<file path="config.mk">
export PLATFORM = sky130hd
export DESIGN_NAME = stream_group_reverser
export DESIGN_NICKNAME = d
export VERILOG_FILES = /design/src/hw/rtl/srev_pkg.sv /design/src/hw/rtl/stream_group_reverser.sv /design/src/hw/rtl/srev_ram.sv /design/src/hw/rtl/srev_dp.sv /design/src/hw/rtl/srev_ctrl.sv
export SDC_FILE = /design/constraint.sdc
export NUM_CORES = 1
export LEC_CHECK = 0
export ABC_AREA = 1
export BUFFER_PORTS_ARGS = -buffer_cell sky130_fd_sc_hd__buf_2
export CAP_MARGIN = 0
export CORE_ASPECT_RATIO = 1.25
export CORE_MARGIN = 5
export CORE_UTILIZATION = 45
export DETAILED_ROUTE_END_ITERATION = 8
export SETUP_SLACK_MARGIN = 0.2
export SLEW_MARGIN = 20
export SYNTH_ARGS = -nofsm -noshare
export SYNTH_HDL_FRONTEND = slang
export SYNTH_SLANG_ARGS = --single-unit
</file>
<file path="constraint.sdc">
create_clock -name clk -period 2.9 [get_ports clk]
set_clock_uncertainty 0.05 [all_clocks]
set_input_delay 0.29 -clock clk [delete_from_list [all_inputs] [get_ports clk]]
set_output_delay 0.29 -clock clk [all_outputs]
set_load 0.02 [all_outputs]
</file>
<file path="src/hw/rtl/srev_pkg.sv">
// Shared constants and controller-to-datapath types for the stream group reverser.
package srev_pkg;

	localparam int MAX_GROUP = 16;
	localparam int DATA_W    = 32;
	localparam int IDX_W     = $clog2(MAX_GROUP);
	localparam int CNT_W     = $clog2(MAX_GROUP + 1);
	localparam int GS_W      = 5;
	localparam logic [GS_W-1:0] GS_RESET = GS_W'(2);

	// Commands from the controller to the datapath
	typedef struct packed {
		logic             wr_en;
		logic [IDX_W-1:0] wr_addr;
		logic             rd_en;
		logic [IDX_W-1:0] rd_addr;
		logic             rd_last;
	} srev_cmd_t;

	// Status from the datapath to the controller
	typedef struct packed {
		logic out_free;
	} srev_sts_t;

endpackage

</file>
<file path="src/hw/rtl/stream_group_reverser.sv">
// Top level of the stream group reverser: controller plus buffer datapath.
//
//  channel | dir | handshake            | payload
//  s_      | in  | s_tvalid / s_tready  | s_tdata = value[31:0], s_tlast = end_of_sequence
//  m_      | out | m_tvalid / m_tready  | m_tdata = out_value[31:0], m_tlast = out_last
//  cfg_    | in  | cfg_valid/cfg_ready  | cfg_data = group_size[4:0]
//
// An input transfer is written into the group buffer RAM.
// A completed group (or a sequence end) drains n results; a new registered RAM read issues
// only once the previous one has reached the single output register and that slot frees.
// No input is accepted during a drain; a stalled m_tready holds the drain.
// arst_n clears the fill count, the sequencer and sets group size to 2.
module stream_group_reverser (
	input  logic                          clk,
	input  logic                          arst_n,
	input  logic                          cfg_valid,
	output logic                          cfg_ready,
	input  logic [srev_pkg::GS_W-1:0]     cfg_data,   // group_size[4:0]
	input  logic                          s_tvalid,
	output logic                          s_tready,
	input  logic [srev_pkg::DATA_W-1:0]   s_tdata,    // value[31:0]
	input  logic                          s_tlast,
	output logic                          m_tvalid,
	input  logic                          m_tready,
	output logic [srev_pkg::DATA_W-1:0]   m_tdata,    // out_value[31:0]
	output logic                          m_tlast
);
	import srev_pkg::*;

	srev_cmd_t cmd;
	srev_sts_t sts;

	srev_ctrl u_ctrl (
		.clk      (clk),
		.arst_n   (arst_n),
		.cfg_valid(cfg_valid),
		.cfg_ready(cfg_ready),
		.cfg_data (cfg_data),
		.s_tvalid (s_tvalid),
		.s_tready (s_tready),
		.s_tlast  (s_tlast),
		.cmd      (cmd),
		.sts      (sts)
	);

	srev_dp u_dp (
		.clk     (clk),
		.arst_n  (arst_n),
		.cmd     (cmd),
		.sts     (sts),
		.s_tdata (s_tdata),
		.m_tvalid(m_tvalid),
		.m_tready(m_tready),
		.m_tdata (m_tdata),
		.m_tlast (m_tlast)
	);

endmodule

</file>
<file path="src/hw/rtl/srev_ram.sv">
// Generic single-write, single-read RAM with registered read data.
module srev_ram #(
	parameter int WIDTH = 32,
	parameter int DEPTH = 16
) (
	input  logic                     clk,
	input  logic                     wr_en,
	input  logic [$clog2(DEPTH)-1:0] wr_addr,
	input  logic [WIDTH-1:0]         wr_data,
	input  logic                     rd_en,
	input  logic [$clog2(DEPTH)-1:0] rd_addr,
	output logic [WIDTH-1:0]         rd_data
);

	logic [WIDTH-1:0] mem_q [DEPTH];

	// Write the addressed entry
	always_ff @(posedge clk) begin
		if (wr_en) begin
			mem_q[wr_addr] <= wr_data;
		end
	end

	// Register read data
	always_ff @(posedge clk) begin
		if (rd_en) begin
			rd_data <= mem_q[rd_addr];
		end
	end

endmodule

</file>
<file path="src/hw/rtl/srev_dp.sv">
// Datapath: group buffer RAM and output register of the stream group reverser.
module srev_dp (
	input  logic                      clk,
	input  logic                      arst_n,
	input  srev_pkg::srev_cmd_t       cmd,
	output srev_pkg::srev_sts_t       sts,
	input  logic [srev_pkg::DATA_W-1:0] s_tdata,
	output logic                      m_tvalid,
	input  logic                      m_tready,
	output logic [srev_pkg::DATA_W-1:0] m_tdata,
	output logic                      m_tlast
);
	import srev_pkg::*;

	logic [DATA_W-1:0] rd_data;
	logic              pend_s1;
	logic              last_s1;
	logic              out_valid_q;
	logic [DATA_W-1:0] out_data_q;
	logic              out_last_q;

	srev_ram #(
		.WIDTH(DATA_W),
		.DEPTH(MAX_GROUP)
	) u_buf (
		.clk    (clk),
		.wr_en  (cmd.wr_en),
		.wr_addr(cmd.wr_addr),
		.wr_data(s_tdata),
		.rd_en  (cmd.rd_en),
		.rd_addr(cmd.rd_addr),
		.rd_data(rd_data)
	);

	// Track a read in flight and its last flag
	always_ff @(posedge clk or negedge arst_n) begin
		if (!arst_n) begin
			pend_s1 <= 1'b0;
			last_s1 <= 1'b0;
		end else begin
			pend_s1 <= cmd.rd_en;
			last_s1 <= cmd.rd_last;
		end
	end

	// Load the output register when read data arrives, drop it on transfer
	always_ff @(posedge clk or negedge arst_n) begin
		if (!arst_n) begin
			out_valid_q <= 1'b0;
		end else if (pend_s1) begin
			out_valid_q <= 1'b1;
		end else if (m_tready) begin
			out_valid_q <= 1'b0;
		end
	end

	always_ff @(posedge clk) begin
		if (pend_s1) begin
			out_data_q <= rd_data;
			out_last_q <= last_s1;
		end
	end

	// A read may issue only when nothing is in flight and the slot frees up
	assign sts.out_free = !pend_s1 && (!out_valid_q || m_tready);

	assign m_tvalid = out_valid_q;
	assign m_tdata  = out_data_q;
	assign m_tlast  = out_last_q;

endmodule

</file>
<file path="src/hw/rtl/srev_ctrl.sv">
// Controller: fill count, group size register and drain sequencer.
module srev_ctrl (
	input  logic                          clk,
	input  logic                          arst_n,
	input  logic                          cfg_valid,
	output logic                          cfg_ready,
	input  logic [srev_pkg::GS_W-1:0]     cfg_data,
	input  logic                          s_tvalid,
	output logic                          s_tready,
	input  logic                          s_tlast,
	output srev_pkg::srev_cmd_t           cmd,
	input  srev_pkg::srev_sts_t           sts
);
	import srev_pkg::*;

	typedef enum logic [0:0] {
		ST_FILL,
		ST_DRAIN
	} state_t;

	state_t           state_q;
	logic [GS_W-1:0]  group_size_q;
	logic [CNT_W-1:0] fill_q;
	logic [CNT_W-1:0] left_q;
	logic [IDX_W-1:0] idx_q;
	logic             rev_q;
	logic             eos_q;

	logic [CNT_W-1:0] eff_g;
	logic [CNT_W-1:0] n_new;
	logic             accept;
	logic             full;
	logic             issue;

	// Clamp the group size into one to the buffer depth
	always_comb begin
		if (group_size_q == '0) begin
			eff_g = CNT_W'(1);
		end else if (CNT_W'(group_size_q) > CNT_W'(MAX_GROUP)) begin
			eff_g = CNT_W'(MAX_GROUP);
		end else begin
			eff_g = CNT_W'(group_size_q);
		end
	end

	assign cfg_ready = 1'b1;
	assign s_tready  = (state_q == ST_FILL);
	assign accept    = s_tvalid && s_tready;
	assign n_new     = fill_q + CNT_W'(1);
	assign full      = (n_new >= eff_g);
	assign issue     = (state_q == ST_DRAIN) && sts.out_free;

	// Commands to the datapath
	always_comb begin
		cmd.wr_en   = accept;
		cmd.wr_addr = fill_q[IDX_W-1:0];
		cmd.rd_en   = issue;
		cmd.rd_addr = idx_q;
		cmd.rd_last = eos_q && (left_q == CNT_W'(1));
	end

	// Hold state, count, and sequence the drain
	always_ff @(posedge clk or negedge arst_n) begin
		if (!arst_n) begin
			state_q      <= ST_FILL;
			group_size_q <= GS_RESET;
			fill_q       <= '0;
			left_q       <= '0;
			idx_q        <= '0;
			rev_q        <= 1'b0;
			eos_q        <= 1'b0;
		end else begin
			if (cfg_valid && cfg_ready) begin
				group_size_q <= cfg_data;
			end
			case (state_q)
				ST_FILL: begin
					if (accept) begin
						if (full || s_tlast) begin
							state_q <= ST_DRAIN;
							fill_q  <= '0;
							left_q  <= n_new;
							rev_q   <= full;
							eos_q   <= s_tlast;
							idx_q   <= full ? fill_q[IDX_W-1:0] : '0;
						end else begin
							fill_q <= n_new;
						end
					end
				end
				ST_DRAIN: begin
					if (issue) begin
						left_q <= left_q - CNT_W'(1);
						idx_q  <= rev_q ? idx_q - IDX_W'(1) : idx_q + IDX_W'(1);
						if (left_q == CNT_W'(1)) begin
							state_q <= ST_FILL;
						end
					end
				end
				default: begin
					state_q <= ST_FILL;
				end
			endcase
		end
	end

endmodule
</file>
**Word-level counts from Yosys, hierarchy flattened**

Memory sizes are Yosys's and may differ from the RTL's. A register that Yosys moved wholly into a read port is not among the register bits.
Cells that the tools add are included.

- Bits in registers: 58
- RAM bits: 512
- Input bits: 43
- Output and inout bits: 36
- Logic and storage cells: 59
- Memories kept: 1

- $add $sub $neg: 4
- Order comparisons: 2
- Eq/ne operators: 4
- Multiplexer cells: 22
- Bitwise gates (word level): 1
- Reductions and logical operators: 13

Memories:

| memory | depth | width | read ports | clocked after memory_dff | wr ports | RTL line | text |
|---|---|---|---|---|---|---|---|
| u_dp.u_buf.mem_q | 16 | 32 | 1 | 1 | 1 | srev_ram.sv:15 | `logic [WIDTH-1:0] mem_q [DEPTH];` |

Operators by type and width:

| cell | number |
|---|---|
| $mux 5 | 6 |
| $mux 4 | 5 |
| $pmux 5 s2 | 1 |
| $mux 1 | 8 |
| $pmux 4 s2 | 1 |
| $ne 2x2->1 const B | 3 |
| $reduce_and 3->1 | 2 |
| $add 5x1->5 const B | 1 |
| $eq 5x1->1 const B | 1 |
| $ge 5x5->1 | 1 |
| $gt 5x5->1 const B | 1 |
| $logic_not 5->1 | 1 |
| $sub 5x1->5 const B | 1 |
| $add 4x1->4 const B | 1 |
| $logic_and 1x1->1 | 4 |
| $sub 4x1->4 const B | 1 |
| $logic_not 1->1 | 2 |
| $logic_or 1x1->1 | 2 |
| $pmux 1 s2 | 1 |
| $reduce_and 2->1 | 1 |
| $reduce_bool 2->1 | 1 |
| $not 1->1 | 1 |

**Depth between registers and ports, before layout**

- Depth in word-level cells: 8
- Mapped depth: 13
- Mapped depth without buffers: 12

**By module**

From an unflattened synthesis, not the netlist that was laid out.

- Cell total of the unflattened synthesis: 2,356
- Area, all modules: 25,652.1 um^2

Modules (own cells, without submodules):

| module | times used | cells an instance | area an instance (um^2) | seq. area each (um^2) |
|---|---|---|---|---|
| srev_ram | 1 | 2,120 | 23,050.9 | 16,335.7 |
| srev_ctrl | 1 | 195 | 1,511.4 | 551.8 |
| srev_dp | 1 | 41 | 1,089.8 | 1,066.0 |

**Least setup slack after synthesis**

No wires, ideal clock.

- Path kind: flip-flop to flip-flop
- From: register u_ctrl.state_q
- To: memory u_dp.u_buf.mem_q[11][0] (enable)
- Library setup time: 421 ps
- Data arrival time: 2,389 ps
- Required time: 2,429 ps
- Setup slack: 39 ps
- Cell stages (with the launch flop): 7
- Path buffers: 1
- Period minus slack after synthesis: 2,861 ps
- Cell sequence: dfrtp_1 inv_1 nand2_1 inv_1 clkbuf_1 nand2_1 nor2_1

- Longest elaborated chain between the ends: 4

Ends and longest elaborated chain:

| element | RTL line | text |
|---|---|---|
| from (decl) | srev_ctrl.sv:21 | `state_t state_q;` |
| from (signal assigned) | srev_ctrl.sv:65 | `state_q <= ST_FILL;` |
| from (signal assigned) | srev_ctrl.sv:80 | `state_q <= ST_DRAIN;` |
| from (signal assigned) | srev_ctrl.sv:96 | `state_q <= ST_FILL;` |
| $not 1->1 | srev_ctrl.sv:47 | `assign s_tready = (state_q == ST_FILL);` |
| $logic_and 1x1->1 | srev_ctrl.sv:48 | `assign accept = s_tvalid && s_tready;` |
| $mux 1 | srev_ram.sv:19 | `if (wr_en) begin` |
| $mux 1 (not written as such) | srev_ram.sv:20 | `mem_q[wr_addr] <= wr_data;` |
| to (decl) | srev_ram.sv:15 |  |

Every way passes these cells.

**Worst setup path in the final report**

- From: register u_ctrl.fill_q[0]
- To: register u_ctrl.idx_q[0]

- Longest elaborated chain between the ends: 6
- Elaborated cells between the ends (all ways): 9

Ends and longest elaborated chain:

| element | RTL line | text |
|---|---|---|
| from (decl) | srev_ctrl.sv:23 | `logic [CNT_W-1:0] fill_q;` |
| from (signal assigned) | srev_ctrl.sv:87 | `fill_q <= n_new;` |
| $add 5x1->5 | srev_ctrl.sv:49 | `assign n_new = fill_q + CNT_W'(1);` |
| $ge 5x5->1 | srev_ctrl.sv:50 | `assign full = (n_new >= eff_g);` |
| $mux 4 | srev_ctrl.sv:85 | `idx_q <= full ? fill_q[IDX_W-1:0] : '0;` |
| $mux 4 | srev_ctrl.sv:79 | `if (full \|\| s_tlast) begin` |
| $mux 4 | srev_ctrl.sv:78 | `if (accept) begin` |
| $pmux 4 s2 | srev_ctrl.sv:76 | `case (state_q)` |
| to (signal assigned) | srev_ctrl.sv:85 |  |
| to (signal assigned) | srev_ctrl.sv:94 | `idx_q <= rev_q ? idx_q - IDX_W'(1) : idx_q + IDX_W'(1);` |
| to (decl) | srev_ctrl.sv:25 | `logic [IDX_W-1:0] idx_q;` |

Several ways; a longest one is shown, not always the timed one. The select of a mux whose other input is x is not followed.
A chain may end at the register's enable or synchronous reset.

==> PnR_summary.wiki <==
{| class="wikitable"
! Metric !! Value
|-
| Fraction of the cycle the final worst path needs || 0.8197
|-
| Count of buffers from port buffering || 77
|-
| Worst-case register-to-register setup slack || around 520 ps
|-
| Number of synthesized flops with an enable pin || slightly below 600
|-
| Initial detailed-routing violation count || 1191
|-
| Antenna violations before repair || 0
|-
| Outcome || finished, final reports clean
|-
| Worst min-delay path class || input port to flop
|-
| Startpoint types || flop
|-
| Post-synthesis net count || 1841
|-
| Number of failing hold endpoints at the final stage || 0
|-
| Final global-route overflow total || 0
|-
| Worst hold-check slack || about 30 ps
|-
| Worst supply voltage drop on vdd || 0.4827 mV
|-
| Global-route wire length before repair || approximately 84000 microns
|-
| Combined flip-flop and latch cell area || 0.01796 sq mm
|-
| Area occupied by multi-input gates || between 0.004 and 0.005 sq mm
|-
| Clock tree sinks || around 600
|-
| Share of post-route cells with drive strength above 1 || 0.1206
|-
| Overall die width || between 200 and 250 microns
|-
| Share of the yosys chip area belonging to registers || 0.7515
|-
| Placed insts || ~2.5k
|-
| Number of buffers created by CTS || 56
|-
| Endpoints failing setup || 0
|-
| Dominant register cell in the synthesized netlist || sky130_fd_sc_hd__edfxtp_1
|-
| Hpwl dp || about 29000 microns
|-
| Count of max-cap constraint violations || 0
|-
| Share of flip-flops with an asynchronous set or reset after synthesis || 0.04153
|-
| Post-synthesis instance area || ~0.024 sq mm
|-
| Count of H-tree levels built during CTS || 2
|-
| Area of the die || 0.05783 sq mm
|-
| Final Instance Count excl. Fillers || between 2k and 3k
|-
| Clock insertion delay at the later pin of the skew report || around 590 ps
|-
| Critical Path End Type || flop
|-
| Final total negative setup slack || 0 ps
|-
| Register clock-pin slew on the reported worst setup and hold paths || ~60 ps
|-
| Reported leakage power || slightly above 9 nW
|-
| Power density relative to cell area || ~920 mW/mm^2
|-
| Via count || roughly 14k
|-
| Worst Path Arrival || between 2000 and 3000 ps
|-
| Actual slew at the worst max-slew pin || 869.1 ps
|-
| Initial Utilization || 0.4544
|-
| Via count of the first global-routing pass || ~14k
|-
| Routed via count divided by cell count || approximately 5.5
|-
| Wire length per cell || 20.95 microns
|-
| Global router's overall resource usage || 0.1860
|-
| Die height || approximately 270 microns
|-
| DRC viols || 0
|-
| Worst max-slew margin expressed relative to the limit || 0.4206
|-
| Clock period minus final worst setup slack || around 2400 ps
|-
| Placeable core area || 0.05257 sq mm
|-
| Std-Cell Rows || 94
|-
| Number of optimization iterations in the first detailed-route pass || 6
|-
| Unrepaired setup endpoints after global routing || false
|-
| Unique masters post-synth || 27
|-
| Maximum frequency from static timing analysis || between 400 and 500 MHz
|-
| Largest net degree at the start of global routing || around 160
|-
| Min-Delay Startpoint || s_tdata[21]
|-
| Detail Route Antenna Nets || 0
|-
| Number of ports placed on the die boundary || roughly 80
|-
| Max clock buf depth || 3
|-
| Crit. Startpoint || u_ctrl.fill_q[0]$_DFFE_PN0P_
|-
| Gp weighted congestion || 0.7666
|-
| WL final || 54210 microns
|-
| Post-route core utilization || 0.5157
|-
| Endpoint of the most critical register-to-register path || u_ctrl.idx_q[0]$_DFFE_PN0P_
|-
| Layout filler cell count || about 4.3k
|-
| Yosys warning count || 0
|-
| Required time worst endpoint || 3320 ps
|-
| Flip-flop and latch count after synthesis || 602
|-
| Critical register-to-register path startpoint || u_ctrl.fill_q[0]$_DFFE_PN0P_
|-
| Worst R2R Path Depth || 12
|-
| Cell at the root of the clock tree || sky130_fd_sc_hd__clkbuf_16
|-
| CP Class || flop to flop
|-
| Final net count || 1926
|-
| Clock tree from TritonCTS || built
|-
| Highest fanout seen on the critical path || 7
|-
| Mean instance size in the synthesized netlist || between 10 and 15 sq um
|-
| Synth Instances || 1784
|-
| Final Max Slew Viols || 0
|-
| Growth of design area from synthesis to finish || 13.49%
|-
| Endpoint of the worst setup timing path || u_ctrl.idx_q[0]$_DFFE_PN0P_
|}
==> cells by family (layout without fill, tap and decap cells) <==
group | Yosys count | in the layout | synth area share
AOI/OAI and AO/OA | 463 | 463 | 0.1138
xor gates and xnor gates | 2 | 2 | 0.0007333
adders and majority gates | 14 | 14 | 0.007647
buffers and inverters | 238 | 369 | 0.04750
DFF | 602 | 602 | 0.7515
muxes | 1 | 1 | 0.0004713
other | 1 | 2 | 0.0001570
and+or+nand+nor | 463 | 463 | 0.07824
==> cell usage in the layout, fill, tap and decap left out, types with 2 or more instances in the layout <==
master	Yosys	final
sky130_fd_sc_hd__edfxtp_1	577	577
sky130_fd_sc_hd__nor2_1	228	212
sky130_fd_sc_hd__o21ai_0	189	189
sky130_fd_sc_hd__o211ai_1	160	160
sky130_fd_sc_hd__nand2_1	134	133
sky130_fd_sc_hd__inv_1	122	120
sky130_fd_sc_hd__nand3_1	97	97
sky130_fd_sc_hd__buf_2	32	77
sky130_fd_sc_hd__a21oi_1	63	63
sky130_fd_sc_hd__clkbuf_16	0	58
sky130_fd_sc_hd__o21ai_1	51	51
sky130_fd_sc_hd__buf_4	12	26
sky130_fd_sc_hd__buf_12	1	20
sky130_fd_sc_hd__dfrtp_1	24	19
sky130_fd_sc_hd__dlygate4sd3_1	0	17
sky130_fd_sc_hd__nor2_4	0	16
sky130_fd_sc_hd__clkinv_1	0	14
sky130_fd_sc_hd__clkinv_2	0	13
sky130_fd_sc_hd__ha_1	13	13
sky130_fd_sc_hd__clkbuf_1	41	13
sky130_fd_sc_hd__nand4_1	3	3
sky130_fd_sc_hd__bufinv_16	0	3
sky130_fd_sc_hd__dfrtp_2	0	3
sky130_fd_sc_hd__inv_2	3	2
sky130_fd_sc_hd__clkinvlp_4	0	2
sky130_fd_sc_hd__dfrtp_4	0	2
==> repair_timing <==
| action | in CTS | in global routing |
|---|---|---|
| setup buffers | 0 | 0 |
| endpoints found under the hold margin | 31 | 0 |
| gates resized for setup | 0 | 2 |
| endpoints found under the setup margin | 0 | 10 |
| hold buffers | 17 | 0 |
==> worst max-delay path, stage by stage (launching register included) <==
cell and delay, ps:
sky130_fd_sc_hd__dfrtp_1 450, sky130_fd_sc_hd__ha_1 270, sky130_fd_sc_hd__nand3_1 190, sky130_fd_sc_hd__xor2_2 230
sky130_fd_sc_hd__ha_1 280, sky130_fd_sc_hd__nand2_1 80, sky130_fd_sc_hd__nor2_1 50, sky130_fd_sc_hd__nand2_1 90
sky130_fd_sc_hd__nand4_1 120, sky130_fd_sc_hd__nand2_2 160, sky130_fd_sc_hd__nand2_1 140, sky130_fd_sc_hd__nand2_1 100
sky130_fd_sc_hd__nand2_1 60
==> cell type report <==
| cell class | instances | area share |
|---|---|---|
| clock inverters | 33 | 0.009137 |
| inverters | 125 | 0.01744 |
| repair buffers | 140 | 0.04246 |
| multi-input cells | 944 | 0.1819 |
| well taps | 672 | 0.03101 |
| clock buffers | 71 | 0.05533 |
| flip-flops and latches | 602 | 0.6626 |
| diodes | 1 | 0.00009230 |
==> state kept, by name (all words and copies together), names as in the netlist, 4 cells and up <==
| name | flops |
|---|---|
| u_dp.u_buf.rd_data | 32 |
| u_ctrl.left_q | 5 |
| u_ctrl.fill_q | 5 |
| u_dp.m_tdata | 32 |
| u_ctrl.idx_q | 4 |
| u_dp.u_buf.mem_q | 512 |
| u_ctrl.group_size_q | 5 |
==> worst min path at each step <==
| stage | depth (start not counted) | slack, ps | end |
|---|---|---|---|
| after floorplan | 0 | -60 | u_ctrl.eos_q$_DFFE_PN0P_ |
| after global routing | 1 | 20 | u_dp.u_buf.mem_q[2][16]$_DFFE_PP_ |
| after CTS | 1 | 8 | u_dp.u_buf.mem_q[4][21]$_DFFE_PP_ |
| after global placement | 1 | 270 | u_ctrl.group_size_q[3]$_DFFE_PN0P_ |
| after detailed placement | 1 | 280 | u_ctrl.group_size_q[3]$_DFFE_PN0P_ |
| final | 1 | 30 | u_dp.u_buf.mem_q[4][21]$_DFFE_PP_ |
==> where the power goes <==
part	total [mW]	internal, mW	switching (mW)
combinational	6.95	2.13	4.83
clock	7.02	3.92	3.10
sequential	11.0	10.6	0.361
total	25.0	16.7	8.28
==> per-layer routing <==
metal  vias up  GRT usage  wire length (microns)
met5         -          0                      0
met1      7028     0.2402                  22390
met3        81    0.02499                   2377
met4         0    0.04866                   1222
li1       6681          -                      -
met2       316     0.3344                  28230
==> through the flow <==
stage | power [mW] | area, sq um | setup WS (ps)
CTS | 25.30 | 27100 | 387.3
global route | 26.40 | 27110 | 224.7
floorplan | 15.93 | 23890 | 39.49
finish | 24.95 | 27110 | 522.9
global placement | 18.08 | 25180 | 505.2
detailed placement | 18.25 | 25180 | 408.8
==> synth_stat cells (3+ instances only) <==
| cell type | instances | area share |
|---|---|---|
| sky130_fd_sc_hd__buf_6 | 18 | 0.0085 |
| sky130_fd_sc_hd__clkbuf_1 | 41 | 0.0064 |
| sky130_fd_sc_hd__clkbuf_2 | 4 | 0.00084 |
| sky130_fd_sc_hd__buf_2 | 32 | 0.0067 |
| sky130_fd_sc_hd__dfrtp_1 | 24 | 0.025 |
| sky130_fd_sc_hd__nor2_1 | 228 | 0.036 |
| sky130_fd_sc_hd__edfxtp_1 | 577 | 0.73 |
| sky130_fd_sc_hd__inv_1 | 122 | 0.019 |
| sky130_fd_sc_hd__nand3_1 | 97 | 0.020 |
| sky130_fd_sc_hd__o21ai_1 | 51 | 0.011 |
| sky130_fd_sc_hd__o21ai_0 | 189 | 0.040 |
| sky130_fd_sc_hd__buf_1 | 5 | 0.00079 |
| sky130_fd_sc_hd__o211ai_1 | 160 | 0.050 |
| sky130_fd_sc_hd__nand4_1 | 3 | 0.00079 |
| sky130_fd_sc_hd__buf_4 | 12 | 0.0038 |
| sky130_fd_sc_hd__nand2_1 | 134 | 0.021 |
| sky130_fd_sc_hd__a21oi_1 | 63 | 0.013 |
| sky130_fd_sc_hd__ha_1 | 13 | 0.0068 |
| sky130_fd_sc_hd__inv_2 | 3 | 0.00047 |
Power figures use the tool's default switching activity.
